[src/rtl/core/rpg_pkg.sv]
package rpg_pkg;

    // Command codes carried in the slave-side tuser
    typedef enum logic [2:0] {
        OP_UPLOAD  = 3'd0,
        OP_ERASE   = 3'd1,
        OP_PLAY    = 3'd2,
        OP_STOP    = 3'd3,
        OP_INH_ON  = 3'd4,
        OP_INH_OFF = 3'd5,
        OP_DESTROY = 3'd6,
        OP_TICK    = 3'd7
    } t_op;

    // Result status codes
    typedef enum logic [2:0] {
        ST_OK      = 3'd0,
        ST_INVALID = 3'd1,
        ST_NODEV   = 3'd2,
        ST_BUSY    = 3'd3,
        ST_PERM    = 3'd4,
        ST_IO      = 3'd5,
        ST_NOENT   = 3'd6
    } t_status;

    // Configuration register indexes
    localparam logic CFG_MAX_ON  = 1'b0;
    localparam logic CFG_MIN_OFF = 1'b1;

    localparam int TW = 15;                     // tick counter width
    localparam logic [TW-1:0] MAX_ON_RST = 15'd1000;
    localparam logic [TW-1:0] MIN_OFF_RST = 15'd0;

    // Classified command passed from front to back
    typedef struct packed {
        t_op           op;
        logic          id_ok;
        logic          upl_bad;
        logic [TW-1:0] len;
        logic          fail;
    } t_cmd;

    // Result word fields
    typedef struct packed {
        logic    pulse_active;
        logic    fault_latched;
        logic    power_level;
        logic    output_level;
        t_status status;
    } t_res;

endpackage

[src/rtl/core/rpg_front.sv]
module rpg_front
    import rpg_pkg::*;
(
    input  logic [2:0]    i_op,
    input  logic [121:0]  i_data,
    input  logic [TW-1:0] i_max_on,
    output t_cmd          o_cmd
);

    logic [7:0]  slot_id;
    logic        is_rumble;
    logic [15:0] direction;
    logic [15:0] trig_button;
    logic [15:0] trig_interval;
    logic [15:0] replay_delay;
    logic [15:0] replay_length;
    logic [15:0] strong_level;
    logic [15:0] weak_level;
    logic        drive_fail;
    logic        shape_bad;
    logic        len_bad;
    logic        level_bad;

    // Unpack the word
    assign slot_id       = i_data[7:0];
    assign is_rumble     = i_data[8];
    assign direction     = i_data[24:9];
    assign trig_button   = i_data[40:25];
    assign trig_interval = i_data[56:41];
    assign replay_delay  = i_data[72:57];
    assign replay_length = i_data[88:73];
    assign strong_level  = i_data[104:89];
    assign weak_level    = i_data[120:105];
    assign drive_fail    = i_data[121];

    // Check the effect description for upload
    assign shape_bad = !is_rumble || (direction != 16'd0) || (trig_button != 16'd0)
                       || (trig_interval != 16'd0) || (replay_delay != 16'd0);
    assign len_bad   = (replay_length == 16'd0) || (replay_length > {1'b0, i_max_on});
    assign level_bad = (strong_level == 16'd0) && (weak_level == 16'd0);

    // Build the classified command
    always_comb begin
        o_cmd.op      = t_op'(i_op);
        o_cmd.id_ok   = (slot_id == 8'd0);
        o_cmd.upl_bad = shape_bad || len_bad || level_bad;
        o_cmd.len     = replay_length[TW-1:0];
        o_cmd.fail    = drive_fail;
    end

endmodule

[src/rtl/core/rpg_cmd_fifo.sv]
module rpg_cmd_fifo
    import rpg_pkg::*;
#(
    parameter int DEPTH = 4
) (
    input  logic i_clk,
    input  logic i_rst_n,
    input  logic i_push,
    input  t_cmd i_cmd,
    output logic o_full,
    input  logic i_pop,
    output t_cmd o_cmd,
    output logic o_empty
);

    localparam int AW = (DEPTH > 1) ? $clog2(DEPTH) : 1;
    localparam int CW = $clog2(DEPTH + 1);
    localparam logic [AW-1:0] LAST = AW'(DEPTH - 1);

    t_cmd          r_mem [DEPTH];
    logic [AW-1:0] r_wr_ptr;
    logic [AW-1:0] r_rd_ptr;
    logic [CW-1:0] r_count;
    logic [AW-1:0] n_wr_ptr;
    logic [AW-1:0] n_rd_ptr;
    logic [CW-1:0] n_count;
    logic          do_push;
    logic          do_pop;

    assign o_full  = (r_count == CW'(DEPTH));
    assign o_empty = (r_count == '0);
    assign do_push = i_push && !o_full;
    assign do_pop  = i_pop && !o_empty;
    assign o_cmd   = r_mem[r_rd_ptr];

    // Advance pointers and occupancy
    always_comb begin
        n_wr_ptr = r_wr_ptr;
        n_rd_ptr = r_rd_ptr;
        n_count  = r_count;
        if (do_push) begin
            n_wr_ptr = (r_wr_ptr == LAST) ? '0 : r_wr_ptr + 1'b1;
        end
        if (do_pop) begin
            n_rd_ptr = (r_rd_ptr == LAST) ? '0 : r_rd_ptr + 1'b1;
        end
        if (do_push && !do_pop) begin
            n_count = r_count + 1'b1;
        end else if (do_pop && !do_push) begin
            n_count = r_count - 1'b1;
        end
    end

    always_ff @(posedge i_clk) begin
        if (!i_rst_n) begin
            r_wr_ptr <= '0;
            r_rd_ptr <= '0;
            r_count  <= '0;
        end else begin
            r_wr_ptr <= n_wr_ptr;
            r_rd_ptr <= n_rd_ptr;
            r_count  <= n_count;
        end
    end

    // Store the pushed word
    always_ff @(posedge i_clk) begin
        if (do_push) begin
            r_mem[r_wr_ptr] <= i_cmd;
        end
    end

endmodule

[src/rtl/core/rpg_back.sv]
module rpg_back
    import rpg_pkg::*;
(
    input  logic          i_clk,
    input  logic          i_rst_n,
    input  logic [TW-1:0] i_min_off,
    input  logic          i_cmd_valid,
    input  t_cmd          i_cmd,
    output logic          o_cmd_pop,
    output logic          o_res_valid,
    output t_res          o_res,
    input  logic          i_res_ready
);

    logic          r_drive;
    logic          r_power;
    logic          r_fault;
    logic          r_inhibit;
    logic          r_gone;
    logic          r_loaded;
    logic [TW-1:0] r_pulse_len;
    logic [TW-1:0] r_ticks;
    logic [TW-1:0] r_quiet;
    logic          r_ever;
    logic          r_out_valid;
    t_res          r_out;

    logic          n_drive;
    logic          n_power;
    logic          n_fault;
    logic          n_inhibit;
    logic          n_gone;
    logic          n_loaded;
    logic [TW-1:0] n_pulse_len;
    logic [TW-1:0] n_ticks;
    logic [TW-1:0] n_quiet;
    logic          n_ever;
    t_status       n_status;
    logic          lower;
    t_status       lower_st;
    logic          exec;

    // Take a word when the result register is free or being drained
    assign exec      = i_cmd_valid && (!r_out_valid || i_res_ready);
    assign o_cmd_pop = exec;
    assign lower_st  = (r_drive && i_cmd.fail) ? ST_IO : ST_OK;

    // Carry out one command
    always_comb begin
        n_drive     = r_drive;
        n_power     = r_power;
        n_fault     = r_fault;
        n_inhibit   = r_inhibit;
        n_gone      = r_gone;
        n_loaded    = r_loaded;
        n_pulse_len = r_pulse_len;
        n_ticks     = r_ticks;
        n_quiet     = r_quiet;
        n_ever      = r_ever;
        n_status    = ST_OK;
        lower       = 1'b0;
        unique case (i_cmd.op)
            OP_UPLOAD: begin
                if (i_cmd.upl_bad) begin
                    n_status = ST_INVALID;
                end else if (r_gone) begin
                    n_status = ST_NODEV;
                end else if (r_drive) begin
                    n_status = ST_BUSY;
                end else begin
                    n_pulse_len = i_cmd.len;
                    n_loaded    = 1'b1;
                end
            end
            OP_ERASE: begin
                if (!i_cmd.id_ok) begin
                    n_status = ST_INVALID;
                end else begin
                    lower    = 1'b1;
                    n_loaded = 1'b0;
                    n_status = lower_st;
                end
            end
            OP_PLAY: begin
                if (!i_cmd.id_ok) begin
                    n_status = ST_INVALID;
                end else if (r_gone) begin
                    n_status = ST_NODEV;
                end else if (r_inhibit) begin
                    n_status = ST_PERM;
                end else if (r_fault) begin
                    n_status = ST_IO;
                end else if (!r_loaded) begin
                    n_status = ST_NOENT;
                end else if (r_drive || (r_ever && (r_quiet != '0))) begin
                    n_status = ST_BUSY;
                end else begin
                    n_drive = 1'b1;
                    if (i_cmd.fail) begin
                        // raise failed: the follow-up lowering fails too
                        n_fault  = 1'b1;
                        n_ticks  = '0;
                        n_power  = 1'b0;
                        n_status = ST_IO;
                    end else begin
                        n_power = 1'b1;
                        n_ticks = r_pulse_len;
                    end
                end
            end
            OP_STOP: begin
                if (!i_cmd.id_ok) begin
                    n_status = ST_INVALID;
                end else begin
                    lower    = 1'b1;
                    n_status = lower_st;
                end
            end
            OP_INH_ON: begin
                if (r_gone) begin
                    n_status = ST_NODEV;
                end else begin
                    n_inhibit = 1'b1;
                    lower     = 1'b1;
                    n_status  = lower_st;
                end
            end
            OP_INH_OFF: begin
                if (r_gone) begin
                    n_status = ST_NODEV;
                end else begin
                    n_inhibit = 1'b0;
                end
            end
            OP_DESTROY: begin
                n_gone    = 1'b1;
                n_inhibit = 1'b1;
                lower     = 1'b1;
                n_status  = lower_st;
            end
            OP_TICK: begin
                if (r_quiet != '0) begin
                    n_quiet = r_quiet - 1'b1;
                end
                if (r_ticks != '0) begin
                    n_ticks = r_ticks - 1'b1;
                    // expiry on the last tick
                    if (r_ticks == TW'(1)) begin
                        lower = 1'b1;
                    end
                end
            end
            default: begin
                n_status = ST_OK;
            end
        endcase

        // Lower the pin and drop power
        if (lower) begin
            n_ticks = '0;
            n_power = 1'b0;
            if (r_drive) begin
                if (i_cmd.fail) begin
                    n_fault = 1'b1;
                end else begin
                    n_drive = 1'b0;
                    n_ever  = 1'b1;
                    n_quiet = i_min_off;
                end
            end
        end
    end

    // Hold control state
    always_ff @(posedge i_clk) begin
        if (!i_rst_n) begin
            r_drive     <= 1'b0;
            r_power     <= 1'b0;
            r_fault     <= 1'b0;
            r_inhibit   <= 1'b0;
            r_gone      <= 1'b0;
            r_loaded    <= 1'b0;
            r_pulse_len <= '0;
            r_ticks     <= '0;
            r_quiet     <= '0;
            r_ever      <= 1'b0;
            r_out_valid <= 1'b0;
        end else begin
            if (exec) begin
                r_drive     <= n_drive;
                r_power     <= n_power;
                r_fault     <= n_fault;
                r_inhibit   <= n_inhibit;
                r_gone      <= n_gone;
                r_loaded    <= n_loaded;
                r_pulse_len <= n_pulse_len;
                r_ticks     <= n_ticks;
                r_quiet     <= n_quiet;
                r_ever      <= n_ever;
                r_out_valid <= 1'b1;
            end else if (i_res_ready) begin
                r_out_valid <= 1'b0;
            end
        end
    end

    // Register the result word
    always_ff @(posedge i_clk) begin
        if (exec) begin
            r_out.status        <= n_status;
            r_out.output_level  <= n_drive;
            r_out.power_level   <= n_power;
            r_out.fault_latched <= n_fault;
            r_out.pulse_active  <= (n_ticks != '0);
        end
    end

    assign o_res_valid = r_out_valid;
    assign o_res       = r_out;

endmodule

[src/rtl/core/rumble_pulse_guard_unit.sv]
// Path: an accepted word is written into the command queue, then executed and registered
// in the executor's result register, which presents it on the master side.
// Throughput: one word per cycle while m_axis_tready is high, set by the result register.
// Reset: synchronous active-low i_rst_n empties the queue, clears all motor state and
// loads the maximum on-time limit with 1000 ticks and the minimum off-time with 0.
module rumble_pulse_guard_unit
    import rpg_pkg::*;
#(
    parameter int FIFO_DEPTH = 4
) (
    input  logic          i_clk,
    input  logic          i_rst_n,
    // tdata: slot_id[7:0], is_rumble[8], direction[24:9], trigger_button[40:25],
    //        trigger_interval[56:41], replay_delay[72:57], replay_length[88:73],
    //        strong_level[104:89], weak_level[120:105], drive_fail[121], zero fill
    input  logic [127:0]  s_axis_tdata,
    // tuser: op[2:0]
    input  logic [2:0]    s_axis_tuser,
    input  logic          s_axis_tvalid,
    output logic          s_axis_tready,
    // tdata: status[2:0], output_level[3], power_level[4], fault_latched[5],
    //        pulse_active[6], zero fill
    output logic [7:0]    m_axis_tdata,
    output logic          m_axis_tvalid,
    input  logic          m_axis_tready,
    input  logic          i_cfg_we,
    input  logic          i_cfg_addr,
    input  logic [TW-1:0] i_cfg_wdata
);

    logic [TW-1:0] r_max_on;
    logic [TW-1:0] r_min_off;
    t_cmd          front_cmd;
    t_cmd          q_cmd;
    logic          q_full;
    logic          q_empty;
    logic          q_pop;
    t_res          res;

    // Hold configuration registers
    always_ff @(posedge i_clk) begin
        if (!i_rst_n) begin
            r_max_on  <= MAX_ON_RST;
            r_min_off <= MIN_OFF_RST;
        end else if (i_cfg_we) begin
            case (i_cfg_addr)
                CFG_MAX_ON:  r_max_on  <= i_cfg_wdata;
                CFG_MIN_OFF: r_min_off <= i_cfg_wdata;
                default:     r_max_on  <= r_max_on;
            endcase
        end
    end

    rpg_front u_front (
        .i_op     (s_axis_tuser),
        .i_data   (s_axis_tdata[121:0]),
        .i_max_on (r_max_on),
        .o_cmd    (front_cmd)
    );

    rpg_cmd_fifo #(
        .DEPTH (FIFO_DEPTH)
    ) u_fifo (
        .i_clk   (i_clk),
        .i_rst_n (i_rst_n),
        .i_push  (s_axis_tvalid),
        .i_cmd   (front_cmd),
        .o_full  (q_full),
        .i_pop   (q_pop),
        .o_cmd   (q_cmd),
        .o_empty (q_empty)
    );

    rpg_back u_back (
        .i_clk       (i_clk),
        .i_rst_n     (i_rst_n),
        .i_min_off   (r_min_off),
        .i_cmd_valid (!q_empty),
        .i_cmd       (q_cmd),
        .o_cmd_pop   (q_pop),
        .o_res_valid (m_axis_tvalid),
        .o_res       (res),
        .i_res_ready (m_axis_tready)
    );

    assign s_axis_tready = !q_full;
    assign m_axis_tdata  = {1'b0, res};

endmodule
[config.mk]
export PLATFORM = sky130hd
export DESIGN_NAME = rumble_pulse_guard_unit
export DESIGN_NICKNAME = d
export VERILOG_FILES = /design/src/rtl/core/rpg_pkg.sv /design/src/rtl/core/rpg_front.sv /design/src/rtl/core/rpg_cmd_fifo.sv /design/src/rtl/core/rpg_back.sv /design/src/rtl/core/rumble_pulse_guard_unit.sv
export SDC_FILE = /design/constraint.sdc
export NUM_CORES = 1
export LEC_CHECK = 0
export BUFFER_PORTS_ARGS = -buffer_cell sky130_fd_sc_hd__buf_2
export CAP_MARGIN = 0
export CORE_MARGIN = 4
export CORE_UTILIZATION = 50
export DETAILED_ROUTE_END_ITERATION = 6
export PLACE_DENSITY = 0.72
export SLEW_MARGIN = 20
export SYNTH_ARGS = -nofsm -noshare
export SYNTH_HDL_FRONTEND = slang
export SYNTH_HIERARCHICAL = 1
export SYNTH_SLANG_ARGS = --single-unit
[constraint.sdc]
create_clock -name i_clk -period 7.7 [get_ports i_clk]
set_input_delay 0.77 -clock i_clk [delete_from_list [all_inputs] [get_ports i_clk]]
set_output_delay 0.77 -clock i_clk [all_outputs]
set_load 0.005 [all_outputs]
==> results of run 1 <==
-- critical path: cells and delay by family (launching register included) --
family	cells	cell delay [ns]
AO/OA/AOI/OAI	3	1.04
flip-flops	1	0.37
AND/OR/NAND/NOR	4	1.83
multiplexers	1	0.60
-- metal layers --
metal  share of wire (%)  up-vias  global-route usage, %
met5                   0        -                      0
li1                    -     3563                      -
met1                  42     3559                  30.88
met4                 3.2        0                  9.082
met2                  48      395                  37.82
met3                 6.8       48                  3.812
-- worst paths after layout --
path                start                end  slack, ns  depth (start not counted)
max              register  u_back/r_quiet[0]       3.73                          8
min          r_min_off[6]       r_min_off[6]       0.45                          2
max reg2reg      register  u_back/r_quiet[0]       3.73                          8
min reg2reg  r_min_off[6]       r_min_off[6]       0.45                          2
-- cell type report --
class / count / area (µm²) / area share, %
Clock buffer: 17 / 425.4 / 4.008
Clock inverter: 14 / 113.9 / 1.073
Inverter: 38 / 142.6 / 1.344
Multi-Input combinational cell: 601 / 4227 / 39.82
Sequential cell: 183 / 4574 / 43.09
Tap cell: 229 / 286.5 / 2.699
Timing Repair Buffer: 163 / 845.8 / 7.968
-- stage by stage --
stage	utilization, %	power (W)	cells	hold WS, ns	area [µm²]
6_report	58.49	0.003020	1245	0.4532	10620
5_1_grt	58.49	0.003186	1245	0.4648	10620
4_1_cts	58.39	0.003025	1244	0.4527	10600
3_5_place_dp	55.42	0.002216	1213	0.4438	10060
3_3_place_gp	55.42	0.002198	1213	0.4322	10060
2_1_floorplan	-	0.001951	893	0.4238	9350
-- where the power goes --
group / internal [W] / switching [W]
Clock: 0.000420 / 0.000387
Sequential: 0.00114 / 0.0000743
Combinational: 0.000383 / 0.000612
-- sequential cells by signal (all words and copies together) (netlist names), named ones only --
signal and count:
u_fifo/r_mem 84, r_max_on 15, r_min_off 15, u_back/r_pulse_len 15
u_back/r_quiet 15, u_back/r_ticks 15, u_back/o_res 7, u_fifo/r_count 3
u_fifo/r_rd_ptr 2, u_fifo/r_wr_ptr 2, u_back/o_res_valid 1, u_back/r_drive 1
u_back/r_ever 1, u_back/r_fault 1, u_back/r_gone 1, u_back/r_inhibit 1
u_back/r_loaded 1, u_back/r_power 1
-- cells in the mapped netlist, types with 23 or more instances --
| cell | n | area (µm²) |
|---|---|---|
| inv_1 | 37 | 138.9 |
| nor2_1 | 58 | 217.7 |
| nor3_1 | 24 | 120.1 |
| mux2i_1 | 38 | 380.4 |
| nand3_1 | 23 | 115.1 |
| a21oi_1 | 47 | 235.2 |
| dfxtp_1 | 92 | 1842 |
| edfxtp_1 | 91 | 2733 |
| nor4_1 | 38 | 237.7 |
| ha_1 | 24 | 300.3 |
| nand2_1 | 91 | 341.6 |
| o21ai_0 | 36 | 180.2 |
| clkbuf_1 | 30 | 112.6 |
-- kinds of logic after synthesis --
family	Yosys count	synth area share (%)
xor+xnor	3	0.2811
flops	183	48.92
compound gates	181	12.90
mux	59	9.447
simple gates	332	19.07
fa+ha+maj	25	3.426
buf+inv	109	5.915
other cells	1	0.04011
==> metrics.md, run 1 <==
| Metric | Value |
|---|---|
| Area growth, synth to finish | `13.53%` |
| Share of layout cells above drive strength 1 | `23.23%` |
| Most common cell after layout, fill and taps aside | `buf_2` |
| RSZ-0062 raised after global routing | `no` |
| H-tree lvl count | `4` |
| Avg WL per Cell | `19.25 µm` |
| Clock slew seen by the registers of the worst setup and hold paths | `0.07 ns` |
| Die Wd | `144.8 µm` |
| Iter 0 DRT Violations | `817` |
| Static Leak | `4.114 nW` |
| I/O pins | `162` |
| Distinct cells, synth | `73` |
| Slowest-stage cell, CP | `nand3_1` |
| WP data required | `approximately 8 ns` |
| F_max | `252.2 MHz` |
| Status | `complete, no violations` |
| Synthesis-stage register bit count | `183` |
| Area of the die | `20950 µm²` |
| Cell repeated most along the worst path | `nand3_1` |
| Hold Fails Final Rpt | `0` |
| Crit share post-route | `between 50% and 60%` |
| Max incr delay on CP | `0.68 ns` |
| Most frequent cells in the layout | `154 x buf_2, 92 x dfxtp_1, 91 x nand2_1, 91 x edfxtp_1, 58 x nor2_1` |
| Crit end category | `register` |
| Syn_nets | `1070` |
| Max Cap Violations | `0` |
| Std cell rows | `49` |
| Vias | `around 7600` |
| GRT Overall Usage | `between 20 and 25%` |
| Max Transition Viols Final | `0` |
| PwrDens | `approximately 280 nW/µm²` |
| Initial antenna violation count | `0` |
| DRT Wirelength | `23960 µm` |
| Critical path arrival | `4.28 ns` |
| Hold crit path type | `reg -> reg` |
| Fillers | `between 1500 and 2000` |
| Post-synth top flop | `dfxtp_1` |
| Placement Setup Slack | `3.775 ns` |
| Worst-Margin Slew | `1.137 ns` |
| Hold buffer count at cts | `0` |
| Clock sinks | `183` |
| CTS tree | `built` |
| Setup violations, final | `0` |
| Starting Density | `51.52%` |
| Drt drc | `0` |
| Crit-path max FO | `23` |
| Initial DRT Pass Iterations | `6` |
| First-pass GRT wire length | `37370 µm` |
| VDD IR max | `0.1682 mV` |
| ANT cells | `0` |
| Cell count after synthesis | `between 800 and 900` |
| Maximum clock path buffer count | `2` |
| Mapped Avg Cell Area | `between 10 and 15 µm²` |
| Worst slew margin | `24.01%` |
| Final clock skew | `0.008831 ns` |
| Vias in the first global route | `just over 7000` |
| Post-synth EDFFs | `91` |
| Gpl congestion | `0.9520` |
| Asr flop ratio synth | `0%` |
| Resized Gates After CTS | `0` |
| Setup TNS | `0 ns` |
| CP Cell Sequence | `mux4_1 -> nand3_1 -> nor3b_1 -> a31o_2 -> nand3_1 -> a21oi_1 -> nor2_1 -> o21a_1` |
| Root buffer selected by CTS | `clkbuf_16` |
| CP startpoint kind | `register` |
| Mapped Area | `approximately 9400 µm²` |
| Yosys warnings | `6` |
| Port buffer count | `154` |
| Crit path time final | `around 4 ns` |
| Kind of critical path | `reg -> reg` |
| Fin nets | `about 1200` |
| Post-route worst setup slack | `3.734 ns` |
| Core region area | `18150 µm²` |
| Overflow left after global routing | `0` |
| Largest net degree at the start of global routing | `72` |
| CTS Buf Count | `17` |
| Post-synthesis sequential area ratio | `48.92%` |
| HPWL after detailed placement | `~17000 µm` |
| Antenna Nets Post-Route | `0` |
| Post-CTS setup buffers | `0` |
| Vias/cell | `6.076` |
| Height of the die | `roughly 140 µm` |
| Worst-skew pair later-pin latency | `0.43 ns` |
Note: power is estimated with default switching activity, not from simulation.
==> run 2, diff against run 1 <==
Settings changed: ABC_AREA set to 1.
Clock period 7.7 ns to 3.79 ns, I/O delays scaled along.
==> run 2 against run 1 <==
Global-route usage is 1.0 points lower. Design area grew 6.7%. Clock power grew 110%. Non-clock buffer count is 11 higher. Sequential share of layout area decreased by 2.7 points. Critical path depth is 9 higher. Clock skew hardly changed. Routed wire length rose by 2.0%.
==> metrics.md, run 2 <==
| Metric | Value |
|---|---|
| Root buffer selected by CTS | `clkbuf_16` |
| Xor and xnor area share after synthesis | `0.7896% (+0.51 points)` |
| Fin nets | `1569 (+33%)` |
| Setup violations, final | `0 (unchanged)` |
| Mux cell area share after synthesis | `0.1003% (-9.3 points)` |
| Vias in the first global route | `8106 (+15%)` |
| Iter 0 DRT Violations | `824 (+0.86%)` |
| Crit path time final | `3.285 ns (-0.6806 ns)` |
| Adder and majority gate portion of the synthesized area | `3.208% (-0.22 points)` |
| DRT Wirelength | `24430 µm (+2.0%)` |
| Clock slew seen by the registers of the worst setup and hold paths | `0.07 ns (about the same)` |
| Initial antenna violation count | `0 (unchanged)` |
| Crit share post-route | `86.68% (+35 points)` |
| Crit-path leading delay family | `simple AND/OR/NAND/NOR gates` |
| Biggest register | `u_fifo/r_mem` |
| Post-synthesis sequential area ratio | `45.82% (-3.1 points)` |
| RSZ-0062 raised after global routing | `no` |
| Worst-skew pair later-pin latency | `0.43 ns (about the same)` |
| Most common cell after layout, fill and taps aside | `nor2_1` |
| WP data required | `3.98 ns (-4.03 ns)` |
| Std cell rows | `51 (+4.1%)` |
| Max Transition Viols Final | `0 (unchanged)` |
| Fillers | `1790 (+17%)` |
| Vias | `8678 (+15%)` |
| Reg2Reg Setup Slack | `0.50 ns (-3.23 ns)` |
| Max Cap Violations | `0 (unchanged)` |
| Drt drc | `0 (unchanged)` |
| CP Cell Sequence | `buf_4 -> inv_8 -> nor2_1 -> o22ai_1 -> inv_2 -> nor2_2 -> nand3_2 -> nor2_4 -> nand3_4 -> inv_1 -> nand2_1 -> a21oi_1 -> nor2_1 -> a21oi_1 -> nand2_1 -> nor2_1 -> nand2_1` |
| Slowest-stage cell, CP | `dfxtp_1` |
| Largest net degree at the start of global routing | `53 (-26%)` |
| Distinct cells, synth | `56 (-23%)` |
| Post-synth EDFFs | `91 (unchanged)` |
| Port buffer count | `154 (unchanged)` |
| Worst-Margin Slew | `0.8082 ns (-0.3283 ns)` |
| Avg WL per Cell | `14.63 µm (-24%)` |
| Worst Reg-to-Reg Cells | `17 (+9)` |
| Most common cell in the netlist | `nor2_1` |
| Yosys warnings | `6 (unchanged)` |
| Max incr delay on CP | `0.45 ns (-0.23 ns)` |
| First-pass GRT wire length | `39110 µm (+4.7%)` |
| Maximum clock path buffer count | `2 (unchanged)` |
| GRT Overall Usage | `22.10% (-1.0 points)` |
| Most frequent cells in the layout | `231 x nor2_1, 206 x nand2_1, 154 x buf_2` |
| Simple-gate share of the synthesized area | `25.37% (+6.3 points)` |
| Crit path depth | `17 (+9)` |
| Footprint of the multi-input gates | `4393 µm² (+3.9%)` |
| Post-synth top flop | `dfxtp_1` |
| Kind of critical path | `reg -> reg` |
| Hold Fails Final Rpt | `0 (unchanged)` |
| Status | `complete, no violations` |
| Resized Gates After CTS | `0 (unchanged)` |
| Post-synth top area share | `27.37% (-1.9 points)` |
| Die Wd | `149.3 µm (+3.1%)` |
| Initial DRT Pass Iterations | `5 (-1)` |
| Yosys top cell by area | `edfxtp_1` |
| HPWL after detailed placement | `17530 µm (+4.3%)` |
| Starting Density | `51.13% (-0.40 points)` |
| Overflow left after global routing | `0 (unchanged)` |
| Share of layout cells above drive strength 1 | `19.15% (-4.1 points)` |
| Hold buffer count at cts | `0 (unchanged)` |
| Gpl congestion | `0.9219 (-3.2%)` |
| Critical path arrival | `3.47 ns (-0.81 ns)` |
| F_max | `304.4 MHz (+21%)` |
| Asr flop ratio synth | `0% (unchanged)` |
| Hold crit path type | `in -> reg` |
| H-tree lvl count | `4 (unchanged)` |
| CTS Buf Count | `17 (unchanged)` |
| Clock sinks | `183 (unchanged)` |
| Worst slew margin | `46.06% (+22 points)` |
| I/O pins | `162 (unchanged)` |
| PwrDens | `692.1 nW/µm² (+140%)` |
| Critical Path Sink | `u_back/o_res[6]` |
| Area growth, synth to finish | `13.49% (about the same)` |
| Top cells by count, synth | `235 x nor2_1, 206 x nand2_1, 128 x inv_1` |
| Crit end category | `register` |
| Synth Area in Compound Gates | `14.40% (+1.5 points)` |
| VDD IR max | `0.3136 mV (+86%)` |
| Crit path buf inv count | `4 (+4)` |
| Setup TNS | `0 ns (unchanged)` |
| Static Leak | `4.972 nW (+21%)` |
| Height of the die | `149.3 µm (+3.1%)` |
| Syn_nets | `1445 (+35%)` |
| ANT cells | `0 (unchanged)` |
| Crit-path max FO | `42 (+83%)` |
| Final clock skew | `0.008338 ns (-0.0004931 ns)` |
| Post-CTS setup buffers | `0 (unchanged)` |
| Max reg flops | `84 (unchanged)` |
| Core region area | `19530 µm² (+7.6%)` |
| Vias/cell | `5.196 (-14%)` |
| CTS tree | `built` |
| CP startpoint kind | `register` |
| Area of the die | `22290 µm² (+6.4%)` |
| R2r endpoint | `u_back/o_res[6]` |
| Synthesis-stage register bit count | `183 (unchanged)` |
| Largest family of logic cells by synthesized area | `simple AND/OR/NAND/NOR gates` |
| Mapped Avg Cell Area | `7.873 µm² (-25%)` |
| Cell count after synthesis | `1268 (+42%)` |
| Antenna Nets Post-Route | `0 (unchanged)` |
| Post-route worst setup slack | `0.5048 ns (-3.229 ns)` |
| Top cells by area, synth | `edfxtp_1 27%, dfxtp_1 18%, nor2_1 8.8%, nand2_1 7.7%, inv_1 4.8%` |
| Flip-flop and latch area | `4574 µm² (unchanged)` |
| Mapped Area | `9983 µm² (+6.8%)` |
| Placement Setup Slack | `0.4958 ns (-3.280 ns)` |
==> run 2: cell types whose count changed after synthesis, moves of 34 or more <==
cell	before	now
nand3_1	23	61
o21ai_1	10	45
o21ai_0	36	87
mux2i_1	38	1
nand2_1	91	206
inv_1	37	128
nor2_1	58	235
nor4_1	38	4
==> run 2: kinds of logic (layout without fill, tap and decap cells) <==
family | Yosys count | after routing
compound gates | 263 | 263
xor+xnor | 9 | 9
fa+ha+maj | 25 | 25
buf+inv | 211 | 348
flops | 183 | 183
mux | 1 | 1
other cells | 1 | 1
simple gates | 575 | 575
==> run 2: how the worst min path moves through the flow <==
stage,startpoint,end,slack (ns),cells past startpoint
floorplan,u_back/r_pulse_len[0],u_back/r_pulse_len[0],0.42,2
global placement,r_max_on[9],r_max_on[9],0.44,2
detailed placement,r_max_on[9],r_max_on[9],0.44,2
CTS,s_axis_tdata[121],u_fifo/r_mem[3][0],0.15,1
global route,s_axis_tuser[0],u_fifo/r_mem[0][18],0.15,1
finish,s_axis_tdata[121],u_fifo/r_mem[3][0],0.17,1
==> run 2: layer usage <==
metal / vias up / global-route usage [%] / share of wire (%)
li1: 4438 / - / -
met1: 3923 / 28.34 / 43
met2: 276 / 37.59 / 49
met3: 41 / 4.345 / 5.8
met4: 0 / 7.414 / 2.2
met5: - / 0 / 0
==> run 2: through the flow <==
stage	std cells	total power (W)	cell area, µm²	utilization (%)	hold WS (ns)
floorplan	1268	0.005300	9983	-	0.4245
global placement	1638	0.006061	10760	55.12	0.4425
detailed placement	1638	0.006131	10760	55.12	0.4441
CTS	1670	0.007854	11330	58.02	0.1496
global route	1670	0.008438	11330	58.02	0.1519
finish	1670	0.007842	11330	58.02	0.1661
==> run 2: final cells by class <==
class / count / share of cell area (%)
Clock buffer: 18 / 3.788
Inverter: 142 / 4.793
Clock inverter: 14 / 1.215
Sequential cell: 183 / 40.38
Tap cell: 265 / 2.927
Multi-Input combinational cell: 874 / 38.77
Timing Repair Buffer: 174 / 8.128
==> run 2: worst reg2reg max path, cell delays in order (launching register included) <==
cell,delay [ns]
dfxtp_1,0.45
buf_4,0.23
inv_8,0.20
nor2_1,0.07
o22ai_1,0.43
inv_2,0.10
nor2_2,0.13
nand3_2,0.11
nor2_4,0.24
nand3_4,0.22
inv_1,0.19
nand2_1,0.08
a21oi_1,0.15
nor2_1,0.10
a21oi_1,0.14
nand2_1,0.07
nor2_1,0.08
nand2_1,0.05
==> run 2: report_power, final <==
group / switching, W / leakage, nW / internal [W]
clock: 0.000782 / 0.286 / 0.000925
combinational: 0.00231 / 3.09 / 0.00117
sequential: 0.000235 / 1.60 / 0.00242
==> run 3, diff against run 2 <==
Settings changed: CORE_ASPECT_RATIO set to 1.25, CTS_BUF_LIST set to sky130_fd_sc_hd__clkbuf_8, SKIP_CTS_REPAIR_TIMING set to 1.
==> run 3 against run 2 <==
Routed wire length rose by 1.8%. Largest cell class unchanged. Worst hold slack got worse by 0.039 ns. Critical path depth down 3. Largest power group unchanged.
==> metrics.md, run 3 (synthesized netlist as in run 2, its figures left out) <==
| Metric | Value |
|---|---|
| Overflow left after global routing | `0 (unchanged)` |
| RSZ-0062 raised after global routing | `no` |
| Root buffer selected by CTS | `clkbuf_8` |
| Vias in the first global route | `8304 (+2.4%)` |
| Static Leak | `4.902 nW (-1.4%)` |
| Clock sinks | `183 (unchanged)` |
| Area growth, synth to finish | `11.82%` |
| Maximum clock path buffer count | `2 (unchanged)` |
| Post-route insts no fill | `1672 (+0.12%)` |
| Port buffer count | `154 (unchanged)` |
| Fillers | `1848 (+3.2%)` |
| CP startpoint kind | `register` |
| PwrDens | `668.7 nW/µm² (-3.4%)` |
| Hold Startpoint | `s_axis_tuser[0]` |
| CTS Buf Count | `17 (unchanged)` |
| Core region area | `19540 µm² (about the same)` |
| Largest net degree at the start of global routing | `71 (+34%)` |
| Met3 wire length | `1403 µm (-0.99%)` |
| Gpl congestion | `0.9268 (+0.53%)` |
| Most common cell after layout, fill and taps aside | `nor2_1` |
| Kind of critical path | `reg -> reg` |
| H-tree lvl count | `4 (unchanged)` |
| Finished layout cell area | `11160 µm² (-1.5%)` |
| GRT Overall Usage | `21.93% (-0.17 points)` |
| First-pass GRT wire length | `39520 µm (+1.0%)` |
| Status | `complete, no violations` |
| Slowest-stage cell, CP | `dfxtp_1` |
| WP data required | `4.11 ns (+0.13 ns)` |
| Fin nets | `1571 (+0.13%)` |
| Std cell rows | `57 (+12%)` |
| Setup TNS | `0 ns (unchanged)` |
| WL met1 | `10370 µm (-1.3%)` |
| Comb pwr share | `47.0% (+2.6 points)` |
| Avg WL per Cell | `14.88 µm (+1.7%)` |
| Die Wd | `134.4 µm (-10%)` |
| Hold crit path type | `in -> reg` |
| Initial antenna violation count | `0 (unchanged)` |
| Antenna Nets Post-Route | `0 (unchanged)` |
| CP Cell Sequence | `o21ai_0 -> o22ai_1 -> nand3_2 -> inv_2 -> buf_4 -> nand2_4 -> nor2_1 -> inv_1 -> nor2_2 -> nand3b_1 -> o21ai_0 -> a21oi_1 -> nor2_1 -> nor2_1` |
| Biggest register | `u_fifo/r_mem` |
| F_max | `305.6 MHz (+0.38%)` |
| WHS | `0.1273 ns (-0.03882 ns)` |
| Cell repeated most along the worst path | `nor2_1` |
| Max incr delay on CP | `0.72 ns (+0.27 ns)` |
| Crit end category | `register` |
| Flop pwr share | `35.7% (+1.8 points)` |
| Most frequent cells in the layout | `231 x nor2_1, 206 x nand2_1, 154 x buf_2` |
| Hold path endpoint | `u_fifo/r_mem[1][18]` |
| Setup violations, final | `0 (unchanged)` |
| I/O pins | `162 (unchanged)` |
| Max Transition Viols Final | `0 (unchanged)` |
| Crit path buf inv count | `3 (-1)` |
| Switching power total | `0.003307 W (-0.58%)` |
| Final clock skew | `0.02350 ns (+0.01516 ns)` |
| Top layer reached by signal wires | `met4` |
| Hold depth | `1 (unchanged)` |
| Area of the die | `22310 µm² (about the same)` |
| Vias/cell | `5.245 (+0.93%)` |
| Max reg flops | `84 (unchanged)` |
| Placed inst area | `10780 µm² (+0.14%)` |
| WL met2 | `12350 µm (+3.0%)` |
| Worst-Margin Slew | `0.7113 ns (-0.09686 ns)` |
| VDD IR max | `0.3441 mV (+9.7%)` |
| Share of layout cells above drive strength 1 | `19.19% (+0.044 points)` |
| Drt drc | `0 (unchanged)` |
| Max Cap Violations | `0 (unchanged)` |
| Reg2Reg Setup Slack | `0.52 ns (about the same)` |
| Crit path time final | `3.273 ns (-0.01240 ns)` |
| Initial DRT Pass Iterations | `5 (unchanged)` |
| Hold Fails Final Rpt | `0 (unchanged)` |
| Clock slew seen by the registers of the worst setup and hold paths | `0.10 ns (+0.03 ns)` |
| Worst-skew pair later-pin latency | `0.46 ns (+0.03 ns)` |
| Critical path arrival | `3.59 ns (+0.12 ns)` |
| Starting Density | `51.09% (about the same)` |
| Crit share post-route | `86.35% (-0.33 points)` |
| Worst slew margin | `52.53% (+6.5 points)` |
| DRT Wirelength | `24870 µm (+1.8%)` |
| Placed cell count | `1640 (+0.12%)` |
| ANT cells | `0 (unchanged)` |
| Iter 0 DRT Violations | `654 (-21%)` |
| Height of the die | `166.0 µm (+11%)` |
| CTS tree | `built` |
| Worst Reg-to-Reg Cells | `14 (-3)` |
| R2r endpoint | `u_back/r_quiet[11]` |
| Vias | `8769 (+1.0%)` |
| P_int | `0.004158 W (-7.9%)` |
| Crit-path max FO | `15 (-64%)` |
| Power share of the clock group | `17.4% (-4.4 points)` |
| HPWL after detailed placement | `18080 µm (+3.2%)` |
| Crit-path leading delay family | `compound AO/OA/AOI/OAI gates` |
| Sw Share | `44.30% (+1.9 points)` |
run 3: worst max-delay path by stage:
stage	depth (start not counted)	start	to	slack, ns
4_1_cts	14	register	u_back/o_res[6]	0.54
2_1_floorplan	14	u_fifo/r_count[1]	u_fifo/r_count[1]	0.99
3_5_place_dp	14	register	u_back/o_res[6]	0.53
6_report	14	register	u_back/r_quiet[11]	0.52
5_1_grt	14	register	u_back/r_quiet[11]	0.11
3_3_place_gp	14	register	u_back/o_res[6]	0.57
run 3: area by class of cell:
class | count | area, µm² | share of cell area [%]
sequential | 183 | 4574 | 40.98
multi-input combinational | 874 | 4393 | 39.35
timing repair buffer | 176 | 935.9 | 8.384
inverter | 142 | 543.0 | 4.864
tap | 265 | 331.6 | 2.970
clock buffer | 17 | 234.0 | 2.096
clock inverter | 15 | 151.4 | 1.356
run 3: stage by stage:
| step | worst slack [ns] | utilization (%) | total power, W |
|---|---|---|---|
| after floorplan | 0.9868 | - | 0.005300 |
| after global placement | 0.5705 | 55.15 | 0.006101 |
| after detailed placement | 0.5302 | 55.15 | 0.006168 |
| after CTS | 0.5408 | 57.13 | 0.007472 |
| after global routing | 0.1077 | 57.13 | 0.008064 |
| final | 0.5172 | 57.13 | 0.007465 |
run 3: layer usage:
| layer | global-route usage (%) | up-vias |
|---|---|---|
| li1 | - | 4436 |
| met5 | 0 | - |
| met3 | 3.909 | 51 |
| met4 | 9.167 | 0 |
| met2 | 38.71 | 311 |
| met1 | 26.12 | 3971 |
run 3: worst register-to-register path: stages, from the launching register on:
cell and delay [ns]:
dfxtp_1 0.72, o21ai_0 0.23, o22ai_1 0.58, nand3_2 0.17
inv_2 0.25, buf_4 0.26, nand2_4 0.09, nor2_1 0.13
inv_1 0.08, nor2_2 0.15, nand3b_1 0.12, o21ai_0 0.17
a21oi_1 0.09, nor2_1 0.09, nor2_1 0.04
run 3: power by group through the flow:
stage	clock, W	combinational (W)	sequential, W
3_3_place_gp	0	0.00341	0.00270
6_report	0.00130	0.00351	0.00266
2_1_floorplan	0	0.00268	0.00262
5_1_grt	0.00141	0.00395	0.00270
4_1_cts	0.00133	0.00348	0.00266
3_5_place_dp	0	0.00347	0.00270
